`src/sv/c8x_pkg.sv`:
```
// ----------------------------------------------------------------------------
// c8x_pkg
// Shared constants, codes and types of the CHIP-8 instruction executor.
// ----------------------------------------------------------------------------
package c8x_pkg;

  localparam int STACK_ENTRIES = 16;
  localparam int DEPTH_W       = $clog2(STACK_ENTRIES + 1);
  localparam int STACK_AW      = (STACK_ENTRIES > 1) ? $clog2(STACK_ENTRIES) : 1;

  localparam logic [11:0] PC_RESET   = 12'h200;
  localparam logic [15:0] INSTR_RET  = 16'h00EE;
  localparam logic [3:0]  REG_0      = 4'h0;
  localparam logic [3:0]  REG_F      = 4'hF;

  // instruction groups, top nibble
  localparam logic [3:0] OP_SYS   = 4'h0;
  localparam logic [3:0] OP_JP    = 4'h1;
  localparam logic [3:0] OP_CALL  = 4'h2;
  localparam logic [3:0] OP_SE_K  = 4'h3;
  localparam logic [3:0] OP_SNE_K = 4'h4;
  localparam logic [3:0] OP_SE_R  = 4'h5;
  localparam logic [3:0] OP_LD_K  = 4'h6;
  localparam logic [3:0] OP_ADD_K = 4'h7;
  localparam logic [3:0] OP_ALU   = 4'h8;
  localparam logic [3:0] OP_SNE_R = 4'h9;
  localparam logic [3:0] OP_LD_I  = 4'hA;
  localparam logic [3:0] OP_JP_V0 = 4'hB;

  // 8xy ALU functions, low nibble
  localparam logic [3:0] ALU_MOV  = 4'h0;
  localparam logic [3:0] ALU_OR   = 4'h1;
  localparam logic [3:0] ALU_AND  = 4'h2;
  localparam logic [3:0] ALU_XOR  = 4'h3;
  localparam logic [3:0] ALU_ADD  = 4'h4;
  localparam logic [3:0] ALU_SUB  = 4'h5;
  localparam logic [3:0] ALU_SHR  = 4'h6;
  localparam logic [3:0] ALU_SUBN = 4'h7;
  localparam logic [3:0] ALU_SHL  = 4'hE;

  typedef enum logic [1:0] {
    ST_OK        = 2'd0,
    ST_UNKNOWN   = 2'd1,
    ST_UNDERFLOW = 2'd2,
    ST_OVERFLOW  = 2'd3
  } status_t;

  typedef struct packed {
    logic [15:0]        instr;
    logic [7:0]         vx;
    logic [7:0]         vy;
    logic [7:0]         v0;
    logic [7:0]         vf;
    logic [11:0]        pc;
    logic [11:0]        index;
    logic [DEPTH_W-1:0] depth;
    logic [11:0]        stack_top;
  } exec_in_t;

  typedef struct packed {
    logic [11:0]        pc_next;
    logic [11:0]        index_next;
    logic [DEPTH_W-1:0] depth_next;
    logic               push;
    logic [11:0]        push_data;
    logic               wrote;
    logic [3:0]         wreg;
    logic [7:0]         wdata;
    logic [7:0]         vf_next;
    status_t            status;
  } exec_out_t;

endpackage

```
`src/sv/c8x_if.sv`:
```
// ----------------------------------------------------------------------------
// c8x_in_if / c8x_out_if
// Valid/ready channels for instruction words and execution results.
// ----------------------------------------------------------------------------
interface c8x_in_if;
  logic        valid;
  logic        ready;
  logic [15:0] instruction;

  modport source (output valid, output instruction, input ready);
  modport sink   (input valid, input instruction, output ready);
endinterface

interface c8x_out_if;
  logic        valid;
  logic        ready;
  logic [11:0] next_pc;
  logic [11:0] index_value;
  logic        register_written;
  logic [3:0]  written_register;
  logic [7:0]  written_value;
  logic [7:0]  flag_value;
  logic [1:0]  status;

  modport source (output valid, output next_pc, output index_value,
                  output register_written, output written_register,
                  output written_value, output flag_value, output status,
                  input ready);
  modport sink   (input valid, input next_pc, input index_value,
                  input register_written, input written_register,
                  input written_value, input flag_value, input status,
                  output ready);
endinterface

```
`src/sv/c8x_ram.sv`:
```
// ----------------------------------------------------------------------------
// c8x_ram
// Generic single-write, single-read RAM with registered read data.
// ----------------------------------------------------------------------------
module c8x_ram #(
  parameter int WIDTH = 8,
  parameter int DEPTH = 16
) (
  input  logic                                    clk,
  input  logic                                    we,
  input  logic [((DEPTH > 1) ? $clog2(DEPTH) : 1)-1:0] waddr,
  input  logic [WIDTH-1:0]                        wdata,
  input  logic                                    re,
  input  logic [((DEPTH > 1) ? $clog2(DEPTH) : 1)-1:0] raddr,
  output logic [WIDTH-1:0]                        rdata
);

  logic [WIDTH-1:0] mem [DEPTH];

  always_ff @(posedge clk) begin
    if (we) begin
      mem[waddr] <= wdata;
    end
    if (re) begin
      rdata <= mem[raddr];
    end
  end

endmodule

```
`src/sv/c8x_exec.sv`:
```
// ----------------------------------------------------------------------------
// c8x_exec
// Decode and execute of one instruction: ALU, flag, skips, PC, index and stack.
// ----------------------------------------------------------------------------
module c8x_exec (
  input  c8x_pkg::exec_in_t  ex_in,
  output c8x_pkg::exec_out_t ex_out
);
  import c8x_pkg::*;

  logic [3:0]  x;
  logic [7:0]  kk;
  logic [11:0] nnn;
  logic [11:0] pc_inc;
  logic [7:0]  res;
  logic [7:0]  flag;
  logic        flag_wr;
  logic [8:0]  sum;

  assign x      = ex_in.instr[11:8];
  assign kk     = ex_in.instr[7:0];
  assign nnn    = ex_in.instr[11:0];
  assign pc_inc = ex_in.pc + 12'd2;
  assign sum    = {1'b0, ex_in.vx} + {1'b0, ex_in.vy};

  always_comb begin
    ex_out.pc_next    = pc_inc;
    ex_out.index_next = ex_in.index;
    ex_out.depth_next = ex_in.depth;
    ex_out.push       = 1'b0;
    ex_out.push_data  = pc_inc;
    ex_out.wrote      = 1'b0;
    ex_out.status     = ST_OK;
    res               = '0;
    flag              = '0;
    flag_wr           = 1'b0;

    unique case (ex_in.instr[15:12])
      OP_SYS: begin
        if (ex_in.instr == INSTR_RET) begin
          if (ex_in.depth != '0 && ex_in.depth <= DEPTH_W'(STACK_ENTRIES)) begin
            ex_out.depth_next = ex_in.depth - DEPTH_W'(1);
            ex_out.pc_next    = ex_in.stack_top;
          end else begin
            ex_out.status = ST_UNDERFLOW;
          end
        end
      end
      OP_JP: ex_out.pc_next = nnn;
      OP_CALL: begin
        if (ex_in.depth < DEPTH_W'(STACK_ENTRIES)) begin
          ex_out.push       = 1'b1;
          ex_out.depth_next = ex_in.depth + DEPTH_W'(1);
          ex_out.pc_next    = nnn;
        end else begin
          ex_out.status = ST_OVERFLOW;
        end
      end
      OP_SE_K:  if (ex_in.vx == kk)       ex_out.pc_next = pc_inc + 12'd2;
      OP_SNE_K: if (ex_in.vx != kk)       ex_out.pc_next = pc_inc + 12'd2;
      OP_SE_R:  if (ex_in.vx == ex_in.vy) ex_out.pc_next = pc_inc + 12'd2;
      OP_SNE_R: if (ex_in.vx != ex_in.vy) ex_out.pc_next = pc_inc + 12'd2;
      OP_LD_K: begin
        res          = kk;
        ex_out.wrote = 1'b1;
      end
      OP_ADD_K: begin
        res          = ex_in.vx + kk;
        ex_out.wrote = 1'b1;
      end
      OP_ALU: begin
        ex_out.wrote = 1'b1;
        unique case (ex_in.instr[3:0])
          ALU_MOV: res = ex_in.vy;
          ALU_OR:  res = ex_in.vx | ex_in.vy;
          ALU_AND: res = ex_in.vx & ex_in.vy;
          ALU_XOR: res = ex_in.vx ^ ex_in.vy;
          ALU_ADD: begin
            res     = sum[7:0];
            flag    = {7'd0, sum[8]};
            flag_wr = 1'b1;
          end
          ALU_SUB: begin
            res     = ex_in.vx - ex_in.vy;
            flag    = {7'd0, ex_in.vx > ex_in.vy};
            flag_wr = 1'b1;
          end
          ALU_SHR: begin
            res     = {1'b0, ex_in.vx[7:1]};
            flag    = {7'd0, ex_in.vx[0]};
            flag_wr = 1'b1;
          end
          ALU_SUBN: begin
            res     = ex_in.vy - ex_in.vx;
            flag    = {7'd0, ex_in.vy > ex_in.vx};
            flag_wr = 1'b1;
          end
          ALU_SHL: begin
            res     = {ex_in.vx[6:0], 1'b0};
            flag    = {7'd0, ex_in.vx[7]};
            flag_wr = 1'b1;
          end
          default: begin
            ex_out.wrote  = 1'b0;
            ex_out.status = ST_UNKNOWN;
          end
        endcase
      end
      OP_LD_I:  ex_out.index_next = nnn;
      OP_JP_V0: ex_out.pc_next = nnn + {4'd0, ex_in.v0};
      default:  ex_out.status = ST_UNKNOWN;
    endcase

    // flag first, then Vx: with x = F the ALU result wins
    if (ex_out.wrote && x == REG_F) begin
      ex_out.vf_next = res;
    end else if (flag_wr) begin
      ex_out.vf_next = flag;
    end else begin
      ex_out.vf_next = ex_in.vf;
    end

    ex_out.wreg  = ex_out.wrote ? x : 4'd0;
    ex_out.wdata = ex_out.wrote ? res : 8'd0;
  end

endmodule

```
`src/sv/chip8_instruction_executor.sv`:
```
// ----------------------------------------------------------------------------
// chip8_instruction_executor
// CHIP-8 core: executes one instruction word per item, one item per cycle.
//
//   port    dir  payload                                         item
//   inst    in   instruction[15:0]                               one word
//   result  out  next_pc, index_value, register_written,         one result
//                written_register, written_value, flag_value,
//                status
//
// An item is read from the register file and stack RAMs in its accept cycle
// and executes in the next; one item per cycle while results are taken.
// The PC/stack-depth update loop closes in that execute cycle.
// Reset clears all control state, V0..VE (via per-entry valid bits), VF, I,
// the stack depth, and loads PC with 0x200; no clearing pass is needed.
// A stalled result holds the execute stage, which then holds the input.
// ----------------------------------------------------------------------------
module chip8_instruction_executor (
  input logic       clk,
  input logic       rst,
  c8x_in_if.sink    inst,
  c8x_out_if.source result
);
  import c8x_pkg::*;

  logic               in_fire;
  logic               s1_valid;
  logic [15:0]        s1_instr;
  logic               s1_fwd;
  logic               s1_stk_fwd;
  logic               s1_adv;

  logic [11:0]        pc;
  logic [11:0]        index;
  logic [DEPTH_W-1:0] depth;
  logic [DEPTH_W-1:0] depth_eff;
  logic [7:0]         vf;
  logic [7:0]         v0;
  logic [15:0]        reg_valid;

  logic               wb_valid;
  logic [3:0]         wb_addr;
  logic [7:0]         wb_data;
  logic [11:0]        stk_wb_data;

  logic [7:0]         rd_x;
  logic [7:0]         rd_y;
  logic [11:0]        rd_stk;
  logic               ram_we;
  logic [3:0]         sx;
  logic [3:0]         sy;

  logic               out_valid;
  exec_in_t           ex_in;
  exec_out_t          ex_out;

  assign s1_adv     = s1_valid && (!out_valid || result.ready);
  assign inst.ready = !s1_valid || s1_adv;
  assign in_fire    = inst.valid && inst.ready;
  assign ram_we     = s1_adv && ex_out.wrote && ex_out.wreg != REG_F;
  assign depth_eff  = s1_adv ? ex_out.depth_next : depth;
  assign sx         = s1_instr[11:8];
  assign sy         = s1_instr[7:4];

  // VF lives in a flop, V0 is mirrored in one for Bnnn; V0..VE in RAM,
  // duplicated for the two read ports
  c8x_ram #(.WIDTH(8), .DEPTH(16)) u_regs_x (
    .clk   (clk),
    .we    (ram_we),
    .waddr (ex_out.wreg),
    .wdata (ex_out.wdata),
    .re    (in_fire),
    .raddr (inst.instruction[11:8]),
    .rdata (rd_x)
  );

  c8x_ram #(.WIDTH(8), .DEPTH(16)) u_regs_y (
    .clk   (clk),
    .we    (ram_we),
    .waddr (ex_out.wreg),
    .wdata (ex_out.wdata),
    .re    (in_fire),
    .raddr (inst.instruction[7:4]),
    .rdata (rd_y)
  );

  c8x_ram #(.WIDTH(12), .DEPTH(STACK_ENTRIES)) u_stack (
    .clk   (clk),
    .we    (s1_adv && ex_out.push),
    .waddr (STACK_AW'(depth)),
    .wdata (ex_out.push_data),
    .re    (in_fire),
    .raddr (STACK_AW'(depth_eff - DEPTH_W'(1))),
    .rdata (rd_stk)
  );

  // operand select: VF flop, then the write that landed on the read edge, then RAM or zero
  always_comb begin
    ex_in.instr = s1_instr;
    ex_in.v0    = v0;
    ex_in.vf    = vf;
    ex_in.pc    = pc;
    ex_in.index = index;
    ex_in.depth = depth;

    if (sx == REG_F) begin
      ex_in.vx = vf;
    end else if (s1_fwd && wb_valid && wb_addr == sx) begin
      ex_in.vx = wb_data;
    end else if (reg_valid[sx]) begin
      ex_in.vx = rd_x;
    end else begin
      ex_in.vx = '0;
    end

    if (sy == REG_F) begin
      ex_in.vy = vf;
    end else if (s1_fwd && wb_valid && wb_addr == sy) begin
      ex_in.vy = wb_data;
    end else if (reg_valid[sy]) begin
      ex_in.vy = rd_y;
    end else begin
      ex_in.vy = '0;
    end

    ex_in.stack_top = s1_stk_fwd ? stk_wb_data : rd_stk;
  end

  c8x_exec u_exec (
    .ex_in  (ex_in),
    .ex_out (ex_out)
  );

  always_ff @(posedge clk) begin
    if (rst) begin
      s1_valid   <= 1'b0;
      s1_fwd     <= 1'b0;
      s1_stk_fwd <= 1'b0;
      out_valid  <= 1'b0;
      pc         <= PC_RESET;
      index      <= '0;
      depth      <= '0;
      vf         <= '0;
      v0         <= '0;
      reg_valid  <= '0;
      wb_valid   <= 1'b0;
    end else begin
      if (inst.ready) begin
        s1_valid <= inst.valid;
      end
      if (in_fire) begin
        s1_instr   <= inst.instruction;
        s1_fwd     <= s1_adv;
        s1_stk_fwd <= s1_adv && ex_out.push;
      end
      if (s1_adv) begin
        out_valid <= 1'b1;
      end else if (result.ready) begin
        out_valid <= 1'b0;
      end
      if (s1_adv) begin
        pc       <= ex_out.pc_next;
        index    <= ex_out.index_next;
        depth    <= ex_out.depth_next;
        vf       <= ex_out.vf_next;
        wb_valid <= ram_we;
        if (ram_we) begin
          reg_valid[ex_out.wreg] <= 1'b1;
        end
        if (ex_out.wrote && ex_out.wreg == REG_0) begin
          v0 <= ex_out.wdata;
        end
      end
    end
  end

  always_ff @(posedge clk) begin
    if (s1_adv) begin
      wb_addr                 <= ex_out.wreg;
      wb_data                 <= ex_out.wdata;
      result.next_pc          <= ex_out.pc_next;
      result.index_value      <= ex_out.index_next;
      result.register_written <= ex_out.wrote;
      result.written_register <= ex_out.wreg;
      result.written_value    <= ex_out.wdata;
      result.flag_value       <= ex_out.vf_next;
      result.status           <= ex_out.status;
      if (ex_out.push) begin
        stk_wb_data <= ex_out.push_data;
      end
    end
  end

  assign result.valid = out_valid;

  a_no_push_full: assert property (@(posedge clk) disable iff (rst)
    s1_adv && ex_out.push |-> depth < DEPTH_W'(STACK_ENTRIES))
    else $error("push with full return stack");

  a_push_depth: assert property (@(posedge clk) disable iff (rst)
    s1_adv && ex_out.push |=> depth == $past(depth) + DEPTH_W'(1))
    else $error("stack depth did not advance on push");

  a_reset_pc: assert property (@(posedge clk)
    rst |=> pc == PC_RESET)
    else $error("PC not at reset vector after reset");

  a_no_ram_vf: assert property (@(posedge clk) disable iff (rst)
    ram_we |-> ex_out.wreg != REG_F && ex_out.wrote)
    else $error("register RAM written for VF or without a write");

  a_overflow_pc: assert property (@(posedge clk) disable iff (rst)
    s1_adv && ex_out.status == ST_OVERFLOW |-> ex_out.pc_next == pc + 12'd2)
    else $error("overflowing call changed control flow");

endmodule
```
`src/flat_wrapper.sv`:
```
// flat-port wrapper written by rule: the top's interface ports become plain ports
module chip8_instruction_executor_flat import c8x_pkg::*;
  (clk, rst, inst_valid, inst_instruction, inst_ready, result_valid, result_next_pc, result_index_value, result_register_written, result_written_register, result_written_value, result_flag_value, result_status, result_ready);
  c8x_in_if inst_i ();
  c8x_out_if result_i ();
  input logic clk;
  input logic rst;
  input wire logic [$bits(inst_i.valid)-1:0] inst_valid;
  input wire logic [$bits(inst_i.instruction)-1:0] inst_instruction;
  output wire logic [$bits(inst_i.ready)-1:0] inst_ready;
  output wire logic [$bits(result_i.valid)-1:0] result_valid;
  output wire logic [$bits(result_i.next_pc)-1:0] result_next_pc;
  output wire logic [$bits(result_i.index_value)-1:0] result_index_value;
  output wire logic [$bits(result_i.register_written)-1:0] result_register_written;
  output wire logic [$bits(result_i.written_register)-1:0] result_written_register;
  output wire logic [$bits(result_i.written_value)-1:0] result_written_value;
  output wire logic [$bits(result_i.flag_value)-1:0] result_flag_value;
  output wire logic [$bits(result_i.status)-1:0] result_status;
  input wire logic [$bits(result_i.ready)-1:0] result_ready;
  assign inst_i.valid = inst_valid;
  assign inst_i.instruction = inst_instruction;
  assign inst_ready = inst_i.ready;
  assign result_valid = result_i.valid;
  assign result_next_pc = result_i.next_pc;
  assign result_index_value = result_i.index_value;
  assign result_register_written = result_i.register_written;
  assign result_written_register = result_i.written_register;
  assign result_written_value = result_i.written_value;
  assign result_flag_value = result_i.flag_value;
  assign result_status = result_i.status;
  assign result_i.ready = result_ready;
  chip8_instruction_executor u_core (.clk(clk), .rst(rst), .inst(inst_i), .result(result_i));
endmodule
```
`config.mk`:
```
export PLATFORM = sky130hd
export DESIGN_NAME = chip8_instruction_executor_flat
export DESIGN_NICKNAME = d
export VERILOG_FILES = /design/src/sv/c8x_pkg.sv /design/src/sv/c8x_if.sv /design/src/sv/c8x_ram.sv /design/src/sv/c8x_exec.sv /design/src/sv/chip8_instruction_executor.sv /design/src/flat_wrapper.sv
export SDC_FILE = /design/constraint.sdc
export NUM_CORES = 1
export LEC_CHECK = 0
export BUFFER_PORTS_ARGS = -buffer_cell sky130_fd_sc_hd__buf_2
export CAP_MARGIN = 10
export CORE_MARGIN = 1
export CORE_UTILIZATION = 45
export DETAILED_ROUTE_END_ITERATION = 10
export GPL_TIMING_DRIVEN = 1
export PLACE_DENSITY = 0.6
export SLEW_MARGIN = 20
export SYNTH_ARGS = -nofsm -noshare
export SYNTH_HDL_FRONTEND = slang
export SYNTH_HIERARCHICAL = 1
export SYNTH_SLANG_ARGS = --single-unit
```
`constraint.sdc`:
```
create_clock -name clk -period 5.7 [get_ports clk]
set_input_delay 0.285 -clock clk [delete_from_list [all_inputs] [get_ports clk]]
set_output_delay 0.285 -clock clk [all_outputs]
set_load 0.01 [all_outputs]
```
* After elaboration in Yosys (flattened, before gate mapping)
Memory sizes are Yosys's and may differ from the RTL's. A register that Yosys moved wholly into a read port is not among the register bits. Index checks and enable logic that the tools add are counted.
Word-level totals: register bits 141, bits in writable memories 448, bits of input ports 20, output and inout port bits 49, memories 3
Cells by class: add/subtract/negate cells 10, $lt $le $gt $ge 8, equal/unequal tests 29, muxes and demuxes 51, bitwise gates (word level) 5, reduce and logical (&&, ||, !) cells 29
Memories:
- u_core.u_stack.mem | words 16, width 12, read ports 1, clocked after Yosys merged registers in 1, wr ports 1, RTL line c8x_ram.sv:18 | logic [WIDTH-1:0] mem [DEPTH];
- u_core.u_regs_x.mem | words 16, width 8, read ports 1, clocked after Yosys merged registers in 1, wr ports 1, RTL line c8x_ram.sv:18
- u_core.u_regs_y.mem | words 16, width 8, read ports 1, clocked after Yosys merged registers in 1, wr ports 1, RTL line c8x_ram.sv:18
Operators with widths (count):
- 2-to-1 mux 12 bit | 9
- case mux 12 bit (8 select lines) | 1
- 2-to-1 mux 8 bit | 9
- case mux 8 bit (9 select lines) | 1
- equality test 4 x 3 -> 1 bit, second input constant | 8
- equality test 4 bit, second input constant | 7
- adder 12 x 2 -> 12 bit, second input constant | 2
- case mux 8 bit (3 select lines) | 1
- OR reduction 9 bit | 2
- equality test 16 x 8 -> 1 bit, second input constant | 1
- equality test 4 x 2 -> 1 bit, second input constant | 4
- equality test 8 bit | 2
- > comparator 8 bit | 2
- inequality test 8 bit | 2
- OR 16 bit | 1
- subtractor 8 bit | 2
- less-than comparator 4 x 5 -> 1 bit, second input constant | 3
- 2-to-1 mux 1 bit | 15
- 2-to-1 mux 5 bit | 3
- adder 12 x 8 -> 12 bit | 1
- logical AND 1 bit | 12
- logical NOT 4 bit | 3
- case mux 5 bit (2 select lines) | 1
- adder 8 x 8 -> 9 bit | 1
- other kinds (29) | 39

* Longest topological paths before layout
depth in word-level cells 10, depth in mapped cells 20

* Hierarchy
Netlist, hierarchy kept.
By module, submodules not included:
- c8x_ram (u_core.u_regs_x ...) | instances 2, cells each 229, area an instance 5227.5 µm²
- c8x_ram (u_core.u_stack) | instances 1, cells each 329, area an instance 7719.9 µm²
- chip8_instruction_executor | instances 1, cells each 460, area an instance 5441.5 µm²
- c8x_exec | instances 1, cells each 584, area an instance 4162.7 µm²

* Worst setup path after synthesis
No wires, ideal clock.
path kind register -> register, from register u_core.s1_instr[8], to memory u_core.u_regs_x.mem[0][7] (data pin), setup time 0.393 ns, arrival time 4.675 ns, path slack 0.632 ns, cell stages (with the launch flop) 16, buffers on the path 1, period minus slack after synthesis 5.068 ns, cell sequence edfxtp_1 buf_6 mux4_1 mux2i_2 mux2i_4 nand3_1 a31oi_1 inv_1 ha_1 a211oi_1 o21bai_1 or3_1 a31oi_1 xnor2_1 a211oi_1 o22ai_1
RTL lines:
- from (decl) | RTL line chip8_instruction_executor.sv:28 | logic [15:0] s1_instr;
- from (signal assigned) | RTL line chip8_instruction_executor.sv:152 | s1_instr <= inst.instruction;
- to (decl) | RTL line c8x_ram.sv:18

==> reports/metrics.cfg <==
[place]
placed_cells=2679
hpwlAfterDp_um=45100
placement.cell_area_mm2=0.0293
portBuffers=68
routabilityCongestion=0.933

[yosys]
yosys.cell_types.count=83
ys_seq_area_share_pct=64.3
synth_edf_count=551
synth-async-reset-ratio_pct=0
syn_nets=1909
synth.area.top_cells=edfxtp_1 (60%), mux4_2 (6.2%), dfxtp_1 (4.8%)
synth_top_area_share_pct=59.6
postSynthCellCount=1831
avgSynthCellArea_um2=15.2
synth_top_area_cell=edfxtp_1
ys.flop_type=edfxtp_1
ys_seq_elements=617
yosysWarnings=6
netlist_area_mm2=0.0278

[floorplanning]
start_util_pct=45.8
fp.dieH_um=250
die_width_um=250
die_area_mm2=0.0627
core_mm2=0.0607
ioPinCount=69
rows=90

[clock_tree]
clock_latency_ns=0.61
tritoncts=done
holdBufCountCts=13
clock_path_buffers=3
clock_sinks=617
cts_setup_buffers=0
numCtsBuffers=66
cts_htree_levels=3
clockRootBuffer=clkbuf_16
ctsResizeCount=0
clk_pin_slew_worst_paths_ns=0.06

[setup_path]
start_kind=flop
crit_path_end_kind=flop
cpMostUsedCell=buf_4
crit_path_cell_trace=buf_4 > xor2_1 > nor3_1 > and4_1 > nand2_1 > a31oi_1 > inv_1 > ha_1 > or4_1 > o211ai_1 > xnor2_1 > a22o_1 > a211oi_1 > o22ai_2 > buf_4 > mux2i_1 > nor2_1
crit_slowest_cell=or4_1
crit_arrival_ns=5.65
required_ns=6.16
crit_family=compound AO/OA/AOI/OAI gates
slowest_delay_ns=0.65
crit_buf_inv=3
critical_path_peak_fanout=34
criticalPathCategory=reg -> reg

[timing]
rsz0062_at_grt=false
clock_skew_ns=0.0271
timing.fmax_mhz=193
slew_headroom_pct=31.9
setup_viol=0
finalHoldViolCount=0
final.period_utilization_pct=91.1
hold_slack_ns=0.213
worstMarginPinSlew_ns=1.01
layout_min_cycle_time_ns=5.19
final_max_slew_viol_count=0
fin_tns_setup_ns=0

[cells_and_area]
area_growth_pct=14.1
final_net_count=2056
multiInputGateArea_mm2=0.00930
seqCellArea_mm2=0.0179
layout_commonest_cell=edfxtp_1
drive_gt1_share_pct=19.0
stdcell_area_mm2=0.0317
instances_no_fill=2814
num_antenna_cells=0
final_cell_mix=edfxtp_1 (551), nand2_1 (147), nor2_1 (136)
nFillCells=4996

[global_route]
grt_pass1_wl_um=105000
grt_use_total_pct=22.3
antenna_found_initial=0
grt_pass1_vias=16547
grt_max_degree=68
gr-total-overflow=0

[routing]
drc=0
vias=16896
wirelength_um=69600
wire_per_inst_um=24.7
post_drt_via_cell_ratio=6.00
drtAntennaViolNets=0
drtIter0Drc=1470
first_pass_iters=7

[run]
cap_violations=0

[power]
leakagePower_nw=11.7
powerDensity_mw_per_mm2=311
seqPwrFrac_pct=50.5
peakVddDrop_uv=327
p_sw_share_pct=21.4
p_clk_share_pct=44.5
comb_power_share_pct=4.9
p_int_mw=7.75
p_sw_mw=2.10

[hold_path]
hold_class=in -> reg

[run_status]
status=completed

-- cell families after synthesis --
logic type      count (synthesis)  share of synthesized area, %
fa+ha+maj                      58                          2.75
buf+inv                       142                          2.64
simple gates                  465                          7.80
mux                           183                          13.1
compound gates                314                          7.71
flops                         617                          64.3
xor+xnor                       52                          1.64
-- power by group through the flow --
stage / logic (mW) / registers, mW / clock network [mW]
2_1_floorplan: 0.304 / 5.07 / 0
3_3_place_gp: 0.471 / 5.07 / 0
3_5_place_dp: 0.476 / 5.07 / 0
4_1_cts: 0.484 / 4.98 / 4.48
5_1_grt: 0.522 / 4.98 / 4.65
6_report: 0.486 / 4.98 / 4.39
-- per-layer routing --
layer  vias up  routed length (um)  global-route usage (%)
met1      8720               31200                    32.3
met4         0                1320                    5.77
met5         -                   0                       0
met2       573               32900                    35.1
li1       7513                   -                       -
met3        90                4180                    3.57
-- sequential cells by signal (all words and copies together) (netlist names), 2 cells and up --
register and count:
u_core/depth 5, u_core/u_stack/rdata 12, u_core/stk_wb_data 12, u_core/result.next_pc 12
u_core/u_regs_x/mem 128, u_core/wb_addr 4, u_core/u_regs_y/rdata 8, u_core/result.flag_value 8
u_core/wb_data 8, u_core/result.status 2, u_core/reg_valid 16, u_core/u_regs_x/rdata 8
u_core/v0 8, u_core/u_stack/mem 192, u_core/result.index_value 12, u_core/u_regs_y/mem 128
u_core/index 12, u_core/pc 12, u_core/s1_instr 16, u_core/vf 8
-- through the flow --
stage,worst slack [ns],utilization (%),total power [mW]
after floorplan,0.632,-,5.37
after global placement,0.716,48.3,5.54
after detailed placement,0.633,48.3,5.55
after CTS,0.589,52.2,9.95
after global routing,0.211,52.2,10.1
final,0.506,52.2,9.85
-- worst reg2reg max path: stages (launching register included) --
cell      delay (ns)
edfxtp_1        0.51
buf_4           0.23
xor2_1          0.18
nor3_1          0.26
and4_1          0.41
nand2_1         0.08
a31oi_1         0.45
inv_1           0.15
ha_1            0.48
or4_1           0.65
o211ai_1        0.25
xnor2_1         0.09
a22o_1          0.25
a211oi_1        0.41
o22ai_2         0.15
buf_4           0.26
mux2i_1         0.19
nor2_1          0.06
-- final cells by class --
cell class / count / area share [%]
well taps: 782 / 3.09
clock inverters: 33 / 1.26
clock buffers: 89 / 5.75
flip-flops and latches: 617 / 56.4
multi-input cells: 1072 / 29.3
repair buffers: 168 / 3.59
inverters: 53 / 0.631
-- synth_stat cells, types with 6 or more instances --
| cell type | instances |
|---|---|
| a211oi_1 | 12 |
| a21o_1 | 10 |
| a21oi_1 | 81 |
| a222oi_1 | 8 |
| a22o_1 | 6 |
| a22oi_1 | 63 |
| a31oi_1 | 30 |
| and3_1 | 7 |
| buf_2 | 24 |
| buf_6 | 10 |
| clkbuf_1 | 37 |
| clkdlybuf4s25_2 | 6 |
| dfxtp_1 | 66 |
| edfxtp_1 | 551 |
| ha_1 | 53 |
| inv_1 | 51 |
| mux2_2 | 26 |
| mux2i_1 | 27 |
| mux4_1 | 50 |
| mux4_2 | 76 |
| nand2_1 | 147 |
| nand2b_1 | 12 |
| nand3_1 | 35 |
| nand3b_1 | 11 |
| nand4_1 | 13 |
| nor2_1 | 138 |
| nor2b_1 | 17 |
| nor3_1 | 41 |
| nor4_1 | 9 |
| o211ai_1 | 10 |
| o21ai_0 | 31 |
| o21bai_1 | 14 |
| xnor2_1 | 30 |
| xor2_1 | 22 |
-- path summary, 6_finish.rpt --
kind / slack (ns) / depth (start not counted) / from / endpoint
hold / removal: 0.21 / 3 / result_ready / u_core/result.valid
hold reg to reg: 0.45 / 2 / u_core/index[11] / u_core/index[11]
setup / recovery: 0.51 / 17 / u_core/s1_instr[4] / u_core/v0[7]
setup reg to reg: 0.51 / 17 / u_core/s1_instr[4] / u_core/v0[7]
(Power assumes the default switching activity.)
